## src/sbrfp_pkg.sv

```systemverilog
`default_nettype none

package sbrfp_pkg;

    // Longest legal frame length byte (command plus parameters plus one).
    localparam int MAX_LENGTH = 8;
    localparam int NUM_PARAMS = 6;
    localparam int IDX_W      = 4;
    localparam int TDATA_W    = 80;

    // Limits on the length byte, at the width of a received byte.
    localparam logic [7:0] LEN_MIN = 8'd2;
    localparam logic [7:0] LEN_MAX = 8'(MAX_LENGTH);

    // Reset value of the expected length.
    localparam logic [IDX_W-1:0] EXP_RESET = 4'd2;

    // Byte positions inside a frame; the headers sit at positions 0 and 1.
    localparam logic [IDX_W-1:0] POS_IDLE   = 4'd0;
    localparam logic [IDX_W-1:0] POS_LENGTH = 4'd2;
    localparam logic [IDX_W-1:0] POS_CMD    = 4'd3;
    localparam logic [IDX_W-1:0] POS_PARAM0 = 4'd4;

    // Configuration register indexes.
    localparam logic [7:0] REG_HEADER_BYTE     = 8'd0;
    localparam logic [7:0] REG_BATTERY_COMMAND = 8'd1;

    localparam logic [7:0] HEADER_RESET  = 8'd85;
    localparam logic [7:0] BATTERY_RESET = 8'd15;

    typedef struct packed {
        logic [7:0] header_byte;
        logic [7:0] battery_command;
    } t_config;

    typedef struct packed {
        logic [15:0]                battery_volt;
        logic [NUM_PARAMS-1:0][7:0] params;
        logic [IDX_W-1:0]           frame_length;
        logic [7:0]                 command;
        logic                       battery_valid;
    } t_result;

endpackage

`default_nettype wire

```

## src/servo_board_reply_frame_parser_unit.sv

```systemverilog
// Reply frame parser: takes one received serial byte per word on the slave stream and
// reports each complete frame (two header bytes, a length byte of 2 to 8, a command
// byte and length-2 parameter bytes) as one word on the master stream. A byte enters
// the input register and is parsed from there straight into the result register,
// which feeds the master stream. One byte is taken every cycle while nothing
// stalls; the only stall comes from the result register when the master side holds
// tready low. A bad length byte drops the frame and the header search restarts with
// the following byte. Parameters past the frame's length read as zero, and
// battery_volt is zero unless battery_valid is set. The header byte and battery
// command are written over the configuration channel; the user must write them only
// while the block is idle; the block does not enforce it. Other indexes are ignored.
`default_nettype none

module servo_board_reply_frame_parser_unit (
    input  wire logic        i_clk,
    input  wire logic        i_rst_n,
    input  wire logic        s_axis_tvalid,
    output logic             s_axis_tready,
    input  wire logic [7:0]  s_axis_tdata,   // rx_byte
    output logic             m_axis_tvalid,
    input  wire logic        m_axis_tready,
    // command, frame_length, param0..param5, battery_volt, zero fill
    output logic [sbrfp_pkg::TDATA_W-1:0] m_axis_tdata,
    output logic [0:0]       m_axis_tuser,   // battery_valid
    input  wire logic        i_cfg_valid,
    output logic             o_cfg_ready,
    input  wire logic [7:0]  i_cfg_index,
    input  wire logic [7:0]  i_cfg_data
);
    import sbrfp_pkg::*;

    logic       in_valid;
    logic [7:0] in_byte;
    logic       advance;
    logic       res_valid;
    t_result    result;
    t_result    out_result;
    t_config    r_cfg;

    // Configuration registers.
    assign o_cfg_ready = 1'b1;

    always_ff @(posedge i_clk) begin
        if (!i_rst_n) begin
            r_cfg.header_byte     <= HEADER_RESET;
            r_cfg.battery_command <= BATTERY_RESET;
        end else if (i_cfg_valid) begin
            if (i_cfg_index == REG_HEADER_BYTE) begin
                r_cfg.header_byte <= i_cfg_data;
            end else if (i_cfg_index == REG_BATTERY_COMMAND) begin
                r_cfg.battery_command <= i_cfg_data;
            end
        end
    end

    sbrfp_in_stage u_in (
        .i_clk     (i_clk),
        .i_rst_n   (i_rst_n),
        .i_valid   (s_axis_tvalid),
        .o_ready   (s_axis_tready),
        .i_byte    (s_axis_tdata),
        .i_advance (advance),
        .o_valid   (in_valid),
        .o_byte    (in_byte)
    );

    sbrfp_parser u_parser (
        .i_clk       (i_clk),
        .i_rst_n     (i_rst_n),
        .i_fire      (in_valid && advance),
        .i_byte      (in_byte),
        .i_cfg       (r_cfg),
        .o_res_valid (res_valid),
        .o_result    (result)
    );

    sbrfp_out_stage u_out (
        .i_clk       (i_clk),
        .i_rst_n     (i_rst_n),
        .i_res_valid (res_valid),
        .i_result    (result),
        .o_advance   (advance),
        .o_valid     (m_axis_tvalid),
        .i_ready     (m_axis_tready),
        .o_result    (out_result)
    );

    // Pack the result word, first field in the lowest bits.
    assign m_axis_tdata = {4'd0, out_result.battery_volt, out_result.params,
                           out_result.frame_length, out_result.command};
    assign m_axis_tuser = out_result.battery_valid;

endmodule

`default_nettype wire

```

## src/sbrfp_in_stage.sv

```systemverilog
`default_nettype none

module sbrfp_in_stage (
    input  wire logic       i_clk,
    input  wire logic       i_rst_n,
    input  wire logic       i_valid,
    output logic            o_ready,
    input  wire logic [7:0] i_byte,
    input  wire logic       i_advance,
    output logic            o_valid,
    output logic [7:0]      o_byte
);
    import sbrfp_pkg::*;

    logic       r_valid;
    logic [7:0] r_byte;

    // The register takes a new word whenever it is empty or drains this cycle.
    assign o_ready = !r_valid || i_advance;

    always_ff @(posedge i_clk) begin
        if (!i_rst_n) begin
            r_valid <= 1'b0;
        end else if (o_ready) begin
            r_valid <= i_valid;
        end
    end

    always_ff @(posedge i_clk) begin
        if (o_ready && i_valid) begin
            r_byte <= i_byte;
        end
    end

    assign o_valid = r_valid;
    assign o_byte  = r_byte;

endmodule

`default_nettype wire

```

## src/sbrfp_parser.sv

```systemverilog
`default_nettype none

module sbrfp_parser (
    input  wire logic              i_clk,
    input  wire logic              i_rst_n,
    input  wire logic              i_fire,
    input  wire logic [7:0]        i_byte,
    input  wire sbrfp_pkg::t_config i_cfg,
    output logic                   o_res_valid,
    output sbrfp_pkg::t_result     o_result
);
    import sbrfp_pkg::*;

    logic                       r_in_frame;
    logic                       r_hits;
    logic [IDX_W-1:0]           r_exp;
    logic [IDX_W-1:0]           r_idx;
    logic [7:0]                 r_cmd;
    logic [NUM_PARAMS-1:0][7:0] r_param;

    logic                       n_in_frame;
    logic                       n_hits;
    logic [IDX_W-1:0]           n_exp;
    logic [IDX_W-1:0]           n_idx;
    logic                       last_byte;
    logic [7:0]                 cmd_now;
    logic [NUM_PARAMS-1:0][7:0] par_now;

    // The frame ends on the byte at position length plus one.
    assign last_byte = r_in_frame && (r_idx != POS_LENGTH) && (r_idx == r_exp + 4'd1);

    // Header hunt, length check and position tracking.
    always_comb begin
        n_in_frame = r_in_frame;
        n_hits     = r_hits;
        n_exp      = r_exp;
        n_idx      = r_idx;
        if (i_fire) begin
            if (!r_in_frame) begin
                if (i_byte == i_cfg.header_byte) begin
                    if (r_hits) begin
                        n_in_frame = 1'b1;
                        n_hits     = 1'b0;
                        n_idx      = POS_LENGTH;
                    end else begin
                        n_hits = 1'b1;
                    end
                end else begin
                    n_hits = 1'b0;
                end
            end else if (r_idx == POS_LENGTH) begin
                if (i_byte < LEN_MIN || i_byte > LEN_MAX) begin
                    n_in_frame = 1'b0;
                    n_exp      = EXP_RESET;
                    n_idx      = POS_IDLE;
                end else begin
                    n_exp = i_byte[IDX_W-1:0];
                    n_idx = POS_CMD;
                end
            end else if (last_byte) begin
                n_in_frame = 1'b0;
                n_idx      = POS_IDLE;
            end else begin
                n_idx = r_idx + 4'd1;
            end
        end
    end

    always_ff @(posedge i_clk) begin
        if (!i_rst_n) begin
            r_in_frame <= 1'b0;
            r_hits     <= 1'b0;
            r_exp      <= EXP_RESET;
            r_idx      <= POS_IDLE;
        end else begin
            r_in_frame <= n_in_frame;
            r_hits     <= n_hits;
            r_exp      <= n_exp;
            r_idx      <= n_idx;
        end
    end

    // Frame body store: command and parameter bytes by position.
    always_ff @(posedge i_clk) begin
        if (i_fire && r_in_frame) begin
            if (r_idx == POS_CMD) begin
                r_cmd <= i_byte;
            end
            for (int i = 0; i < NUM_PARAMS; i++) begin
                if (r_idx == POS_PARAM0 + IDX_W'(i)) begin
                    r_param[i] <= i_byte;
                end
            end
        end
    end

    // The last byte of a frame bypasses the store into the result.
    always_comb begin
        cmd_now = (r_idx == POS_CMD) ? i_byte : r_cmd;
        for (int i = 0; i < NUM_PARAMS; i++) begin
            if (IDX_W'(i) + 4'd2 < r_exp) begin
                par_now[i] = (r_idx == POS_PARAM0 + IDX_W'(i)) ? i_byte : r_param[i];
            end else begin
                par_now[i] = 8'd0;
            end
        end
    end

    always_comb begin
        o_res_valid            = i_fire && last_byte;
        o_result.command       = cmd_now;
        o_result.frame_length  = r_exp;
        o_result.params        = par_now;
        o_result.battery_valid = (cmd_now == i_cfg.battery_command);
        o_result.battery_volt  = o_result.battery_valid ? {par_now[1], par_now[0]} : 16'd0;
    end

endmodule

`default_nettype wire

```

## src/sbrfp_out_stage.sv

```systemverilog
`default_nettype none

module sbrfp_out_stage (
    input  wire logic               i_clk,
    input  wire logic               i_rst_n,
    input  wire logic               i_res_valid,
    input  wire sbrfp_pkg::t_result i_result,
    output logic                    o_advance,
    output logic                    o_valid,
    input  wire logic               i_ready,
    output sbrfp_pkg::t_result      o_result
);
    import sbrfp_pkg::*;

    logic    r_valid;
    t_result r_result;

    // The pipeline moves whenever the result register is free or being read.
    assign o_advance = !r_valid || i_ready;

    always_ff @(posedge i_clk) begin
        if (!i_rst_n) begin
            r_valid <= 1'b0;
        end else if (o_advance) begin
            r_valid <= i_res_valid;
        end
    end

    always_ff @(posedge i_clk) begin
        if (o_advance && i_res_valid) begin
            r_result <= i_result;
        end
    end

    assign o_valid  = r_valid;
    assign o_result = r_result;

endmodule

`default_nettype wire

```

## config.mk

```make
export PLATFORM = sky130hd
export DESIGN_NAME = servo_board_reply_frame_parser_unit
export DESIGN_NICKNAME = d
export VERILOG_FILES = /design/src/sbrfp_pkg.sv /design/src/servo_board_reply_frame_parser_unit.sv /design/src/sbrfp_in_stage.sv /design/src/sbrfp_parser.sv /design/src/sbrfp_out_stage.sv
export SDC_FILE = /design/constraint.sdc
export NUM_CORES = 1
export LEC_CHECK = 0
export BUFFER_PORTS_ARGS = -buffer_cell sky130_fd_sc_hd__buf_2
export CORE_MARGIN = 1.5
export CORE_UTILIZATION = 55
export DETAILED_ROUTE_END_ITERATION = 8
export PLACE_DENSITY = 0.77
export SETUP_SLACK_MARGIN = 0.4
export SYNTH_ARGS = -nofsm -noshare
export SYNTH_HDL_FRONTEND = slang
export SYNTH_SLANG_ARGS = --single-unit
```

## constraint.sdc

```tcl
create_clock -name i_clk -period 9.5 [get_ports i_clk]
set_clock_uncertainty 0.1 [all_clocks]
set_input_delay 0.475 -clock i_clk [delete_from_list [all_inputs] [get_ports i_clk]]
set_output_delay 0.475 -clock i_clk [all_outputs]
set_load 0.01 [all_outputs]
```

==> summary.txt, run 1 <==
Synthesis
  – FF+latch count, synth: 169
  – Netlist area before placement: about 7100 um2
  – Synth unique cells: 46
  – Async SR Flop Fraction: 0%
  – Cell type with the largest total area after synthesis: edfxtp_1
  – Number of flops mapped to enable cells by yosys: 141
  – Cells after Synth: 515
  – Average size of a mapped cell: 13.9 um2
  – Share of synthesized area occupied by flip-flops and latches: 67.1%
  – Yosys warnings: 0
  – Share of the synthesized area in the top cell type: 59.3%
  – Dominant synthesized flop cell: edfxtp_1
  – Leading cell types by total area after synthesis: edfxtp_1, dfxtp_1, mux2i_1

STA
  – Minimum period implied by the final worst setup slack: 2.94 ns
  – Achievable clock frequency: 340 MHz
  – Final Cycle Share: 31.0%
  – Setup slack of the critical path after layout: 6.56 ns
  – Transition time of the tightest slew-check pin: 1.06 ns
  – Number of failing setup endpoints in the final timing report: 0
  – Total Neg Setup Slack: 0 ns
  – Worst slew margin: 28.8%
  – Unrepaired setup endpoints after global routing: false
  – Endpoints failing hold: 0
  – Total count of max-transition violations in the final report: 0

Global routing
  – Vias in the first global route: 4,220
  – Largest net degree at the start of global routing: 78
  – Wire length of the first global-routing pass: 22,100 um
  – Antenna violations before repair: 0
  – Remaining global-route overflow: 0
  – Overall track demand over capacity in global routing: between 20% and 30%

Clocking
  – Number of sinks driven by the clock tree: 169
  – Hold buffer count at cts: 0
  – # H-tree levels: 4
  – Maximum buffer depth of the clock tree: 2
  – TritonCTS clock tree: done
  – Num CTS Buffers: 17
  – Post CTS Setup Buffer Count: 0
  – Clock edge transition at the registers on the reported setup and hold paths: ~0.060 ns
  – Clock insertion delay at the later pin of the skew report: 0.43 ns
  – Total of cells resized after clock tree synthesis: 0
  – Master cell of the clock root buffer: clkbuf_16

Finish
  – Diode count: 0
  – Share of cells above drive strength 1: 27.9%
  – Final net count: 654
  – Post-route cell area: 8390 um2
  – Layout area overhead: 17.4%
  – Final core occ: 66.2%

Setup path
  – Critical path origin: u_parser.r_exp[0]
  – Reg-to-reg critical path startpoint: u_parser.r_exp[0]
  – Flop2flop setup slack: 6.56 ns
  – Launching element type of the critical path: flip-flop
  – Critical path type: flip-flop to flip-flop
  – CP Max Fanout: 77
  – Sort of element at the end of the critical path: flip-flop
  – Worst Path Required: between 9 and 10 ns
  – FF-to-FF path depth: 7
  – Critical Path AT: 2.89 ns
  – Endpoint of the lowest-slack register-to-register path: u_out.o_result[14]

Drt
  – Residual DRC count: 0
  – Vias per inst: 5.45
  – Final Routed Wirelength: 14,000 um
  – DRT antenna net count: 0
  – Number of vias after detailed routing: about 4,400
  – Routed wire per std cell: 17.4 um
  – DR iter-0 viols: 417
  – Detailed-router iteration count before antenna repair: 5

Hold path
  – Class of the tightest hold or removal check: input pin to flip-flop
  – Hold EP: u_in.o_byte[7]
  – Hold path start: s_axis_tdata[7]
  – Hold Crit Depth: 1

Placement
  – Pre-CTS setup slack: between 6 and 7 ns
  – Final Wtd Congestion: 0.832
  – Post-place instance area: 7780 um2
  – Number of I/O port buffers: 107
  – Post-DP HPWL: 9190 um

Job
  – Max cap viols: 0

Floorplan
  – Number of rows created at floorplan: 41
  – Width of the die: 117 um
  – Starting utilization of the core area: between 50% and 60%
  – I/O pins: 113
  – Area enclosed by the die boundary: approximately 14,000 um2
  – Core area: 12,700 um2
  – Die boundary height: 117 um

Status
  – Status: complete, no violations

Power and ir drop
  – Leak Pwr: 2.94 nW
  – VDD IR max: 0.0000895 V
  – Tot Pwr: 1.54 mW
  – Cell area power density: 183 nW/um2
[layout make-up]
class / instances / area, um2
clock buffers: 17 / 425
clock inverters: 15 / 181
fillers: 962 / 4280
inverters: 38 / 143
multi-input cells: 283 / 2080
flip-flops and latches: 169 / 4790
well taps: 172 / 215
repair buffers: 109 / 551
[sequential cells by signal (all words and copies together), names as in the netlist, 4 cells and up]
register and flops:
u_parser.r_cmd 8, u_parser.r_idx 4, u_parser.r_param 48, u_in.o_byte 8, u_parser.r_exp 4, u_out.o_result 77
r_cfg 16
[cell usage after synthesis, types with 2 or more instances]
master	n
nor2_1	40
nand3_1	10
nand2_1	31
o21ai_0	6
a21oi_1	11
nand2b_1	2
dfxtp_1	28
nand4_1	3
ha_1	7
inv_1	38
and2_1	10
nor3b_1	2
buf_2	2
nor2b_1	17
mux2i_1	48
nor4_1	16
buf_4	6
conb_1	2
mux2_2	18
a22oi_1	3
xnor2_2	8
xnor2_1	4
buf_6	3
clkbuf_1	17
nand4_4	2
xor2_1	10
and3_1	4
edfxtp_1	141
nor4_2	3
a21boi_0	3
nor3_1	5
[worst max-delay path: stages (launching register included)]
cell     delay, ns
dfxtp_1       0.49
inv_1         0.11
ha_1          0.32
xnor2_1       0.14
and3_1        0.21
nand3_1       0.19
nor3_2        0.16
buf_4         0.78
[per-layer routing]
| layer | wire [um] | part of all wire, % | vias up | GRT usage (%) |
|---|---|---|---|---|
| li1 | - | - | 2039 | - |
| met1 | 5740 | 41 | 2104 | 29.3 |
| met2 | 6850 | 49 | 194 | 34.7 |
| met3 | 902 | 6.5 | 40 | 4.63 |
| met4 | 479 | 3.4 | 0 | 11.7 |
| met5 | 0 | 0 | - | 0 |
[metrics by stage]
step	hold slack, ns	std cells
6_report	0.123	803
3_5_place_dp	0.384	771
4_1_cts	0.112	803
5_1_grt	0.109	803
2_1_floorplan	0.306	518
3_3_place_gp	0.375	771
[layout by cell type, fill, tap and decap left out, types with 4 or more instances in the layout]
master     Yosys  final
bufinv_16      0      4
edfxtp_1     141    141
clkinv_1       0      4
a21oi_1       11     11
nand2_1       31     31
nor2_1        40     40
xnor2_1        4      4
nor2b_1       17     17
mux2i_1       48     48
o21ai_0        6      6
xnor2_2        8      8
mux2_2        18     18
conb_1         2      5
nand3_1       10     10
clkinv_2       0      4
nor4_1        16     16
dfxtp_1       28     28
xor2_1        10     10
clkbuf_16      0     17
buf_2          2    107
inv_1         38     38
ha_1           7      7
and2_1        10     10
[how the worst max path moves through the flow]
stage / to
global placement: u_out.o_result[54]
detailed placement: u_out.o_result[19]
CTS: u_out.o_result[13]
global route: u_out.o_result[0]
floorplan: u_out.o_result[0]
finish: u_out.o_result[14]
[logic make-up (layout without fill, tap and decap cells)]
kind of cell	after synthesis	count (layout)	share of synthesized area [%]
multiplexers	66	66	9.56
AND/OR/NAND/NOR	152	152	11.6
XOR/XNOR	22	22	3.54
buffers and inverters	66	179	4.13
flip-flops	169	169	67.1
other	2	5	0.105
adder cells (fa/ha/maj)	7	7	1.23
AO/OA/AOI/OAI	31	31	2.75
[power by group]
| part | switching (mW) | internal, mW |
|---|---|---|
| clock | 0.274 | 0.435 |
| sequential | 0.0138 | 0.795 |
| combinational | 0.00790 | 0.00844 |
Note: power is estimated with default switching activity, not from simulation.
==> run 2: changes to the inputs <==
- clock period: 9.5 -> 3 ns (I/O delays scaled with it)
==> summary.txt, run 2 (synthesized netlist as in run 1, its figures left out) <==
STA
  – Transition time of the tightest slew-check pin: 1.09 ns (+0.0282 ns)
  – Total Neg Setup Slack: 0 ns (unchanged)
  – Hold slack: 0.0241 ns (-0.0993 ns)
  – Number of failing setup endpoints in the final timing report: 0 (unchanged)
  – Achievable clock frequency: 403 MHz (+19%)
  – Final Cycle Share: 82.6% (+52 points)
  – Setup slack of the critical path after layout: 0.521 ns (-6.04 ns)
  – Worst slew margin: 27.1% (-1.8 points)
  – Unrepaired setup endpoints after global routing: false
  – Endpoints failing hold: 0 (unchanged)
  – Minimum period implied by the final worst setup slack: 2.48 ns (-0.464 ns)
  – Total count of max-transition violations in the final report: 0 (unchanged)

Clocking
  – Master cell of the clock root buffer: clkbuf_16
  – Number of sinks driven by the clock tree: 169 (unchanged)
  – Clock insertion delay at the later pin of the skew report: 0.43 ns (about the same)
  – Clock edge transition at the registers on the reported setup and hold paths: 0.06 ns (about the same)
  – Maximum buffer depth of the clock tree: 2 (unchanged)
  – # H-tree levels: 4 (unchanged)
  – TritonCTS clock tree: done
  – Num CTS Buffers: 17 (unchanged)

Power and ir drop
  – Cell area power density: 563 nW/um2 (+210%)
  – VDD IR max: 0.000391 V (+340%)
  – Leak Pwr: 2.95 nW (+0.17%)
  – Tot Pwr: 4.94 mW (+220%)

Status
  – Status: complete, no violations

Setup path
  – Worst Path Required: 3.13 ns (-6.32 ns)
  – Flop2flop setup slack: 0.52 ns (-6.04 ns)
  – FF-to-FF path depth: 8 (+1)
  – CP Max Fanout: 17 (-78%)
  – Critical path type: flip-flop to flip-flop
  – Critical Path AT: 2.61 ns (-0.28 ns)
  – Reg-to-reg critical path startpoint: u_parser.r_idx[0]
  – Endpoint of the lowest-slack register-to-register path: u_out.o_result[67]
  – Launching element type of the critical path: flip-flop
  – Sort of element at the end of the critical path: flip-flop

Drt
  – Detailed-routed wire length on met2: 7490 um (+9.4%)
  – Uppermost metal layer occupied by signal nets: met4
  – Number of vias after detailed routing: 4,479 (+2.3%)
  – Detailed-router iteration count before antenna repair: 5 (unchanged)
  – DRT antenna net count: 0 (unchanged)
  – Vias per inst: 5.38 (-1.2%)
  – Routed wire per std cell: 17.6 um (+0.89%)
  – Residual DRC count: 0 (unchanged)
  – Final Routed Wirelength: 14,600 um (+4.5%)
  – DR iter-0 viols: 420 (+0.72%)
  – Met3 wire len: 853 um (-5.4%)
  – Routed length on met1: 5980 um (+4.1%)

Placement
  – Post-place instance area: 7880 um2 (+1.3%)
  – Final Wtd Congestion: 0.877 (+5.4%)
  – Pre-CTS setup slack: 0.225 ns (-6.37 ns)
  – Number of I/O port buffers: 107 (unchanged)
  – Dpl cells: 779 (+1.0%)
  – Post-DP HPWL: 9500 um (+3.3%)

Global routing
  – Largest net degree at the start of global routing: 78 (unchanged)
  – Antenna violations before repair: 0 (unchanged)
  – Overall track demand over capacity in global routing: 22.6% (+0.47 points)
  – Remaining global-route overflow: 0 (unchanged)
  – Vias in the first global route: 4,473 (+6.0%)
  – Wire length of the first global-routing pass: 22,600 um (+2.4%)

Hold path
  – Hold EP: r_cfg[3]
  – Hold Crit Depth: 2 (+1)
  – Hold path start: i_rst_n
  – Class of the tightest hold or removal check: input pin to flip-flop

Floorplan
  – I/O pins: 113 (unchanged)
  – Core area: 12,700 um2 (unchanged)
  – Area enclosed by the die boundary: 13,700 um2 (unchanged)
  – Width of the die: 117 um (unchanged)
  – Die boundary height: 117 um (unchanged)
  – Starting utilization of the core area: 56.4% (unchanged)
  – Number of rows created at floorplan: 41 (unchanged)

Finish
  – Max reg flops: 77 (unchanged)
  – Share of cells above drive strength 1: 29.7% (+1.8 points)
  – Final core occ: 69.2% (+3.0 points)
  – Layout area overhead: 22.8%
  – Diode count: 0 (unchanged)
  – Commonest cells after routing, fill and taps aside: edfxtp_1, buf_2, mux2i_1, nor2_1, inv_1
  – Final net count: 684 (+4.6%)
  – Most common cell after layout, fill and taps aside: edfxtp_1
  – Post-route cell area: 8770 um2 (+4.6%)
  – Final cell count without fillers: 832 (+3.6%)

Job
  – Max cap viols: 0 (unchanged)
==> run 2: changes by cell type in the layout (fill, tap and decap cells not counted), sizes merged <==
cell	change
dlygate4sd3	+19
buf	+11
clkinv	-6
clkbuf	+4
bufinv	+1
clkinvlp	+1
inv	-1
==> run 2: critical path: stages (launching register included) <==
cell and delay [ns]:
dfxtp_2 0.38, ha_2 0.22, nor3b_4 0.23, buf_12 0.16, mux2_2 0.38, xnor2_2 0.20, nand4_4 0.13, buf_12 0.17
nor4_1 0.29
==> run 2: repair_timing <==
item	CTS	global route
pin swaps	2	0
gates resized for setup	1	5
endpoints found under the hold margin	26	0
setup endpoints to repair	16	16
hold buffers	19	0
buffers inserted	3	0
==> run 2: area by class of cell <==
class | count | area (um2)
multi-input cells | 283 | 2120
flip-flops and latches | 169 | 4800
well taps | 172 | 215
repair buffers | 139 | 873
fillers | 869 | 3900
clock buffers | 21 | 440
clock inverters | 10 | 175
inverters | 38 | 143
==> run 2: worst max-delay path by stage <==
stage | startpoint | endpoint
floorplan | u_parser.r_exp[1] | u_out.o_result[0]
global placement | u_parser.r_idx[0] | u_out.o_result[62]
detailed placement | u_parser.r_idx[0] | u_out.o_result[71]
CTS | u_parser.r_idx[0] | u_out.o_result[69]
global route | u_parser.r_idx[0] | u_out.o_result[61]
finish | u_parser.r_idx[0] | u_out.o_result[67]
==> run 2: layer usage <==
layer | vias to the layer above | track usage, %
li1 | 2102 | -
met1 | 2189 | 29.1
met2 | 162 | 37.8
met3 | 26 | 4.38
met4 | 0 | 9.32
met5 | - | 0
==> run 2: power by group <==
part	total, mW	internal [mW]	switching (mW)	leakage (nW)
combinational	0.0967	0.0482	0.0485	1.52
sequential	2.54	2.52	0.0254	1.14
clock	2.30	1.46	0.838	0.296
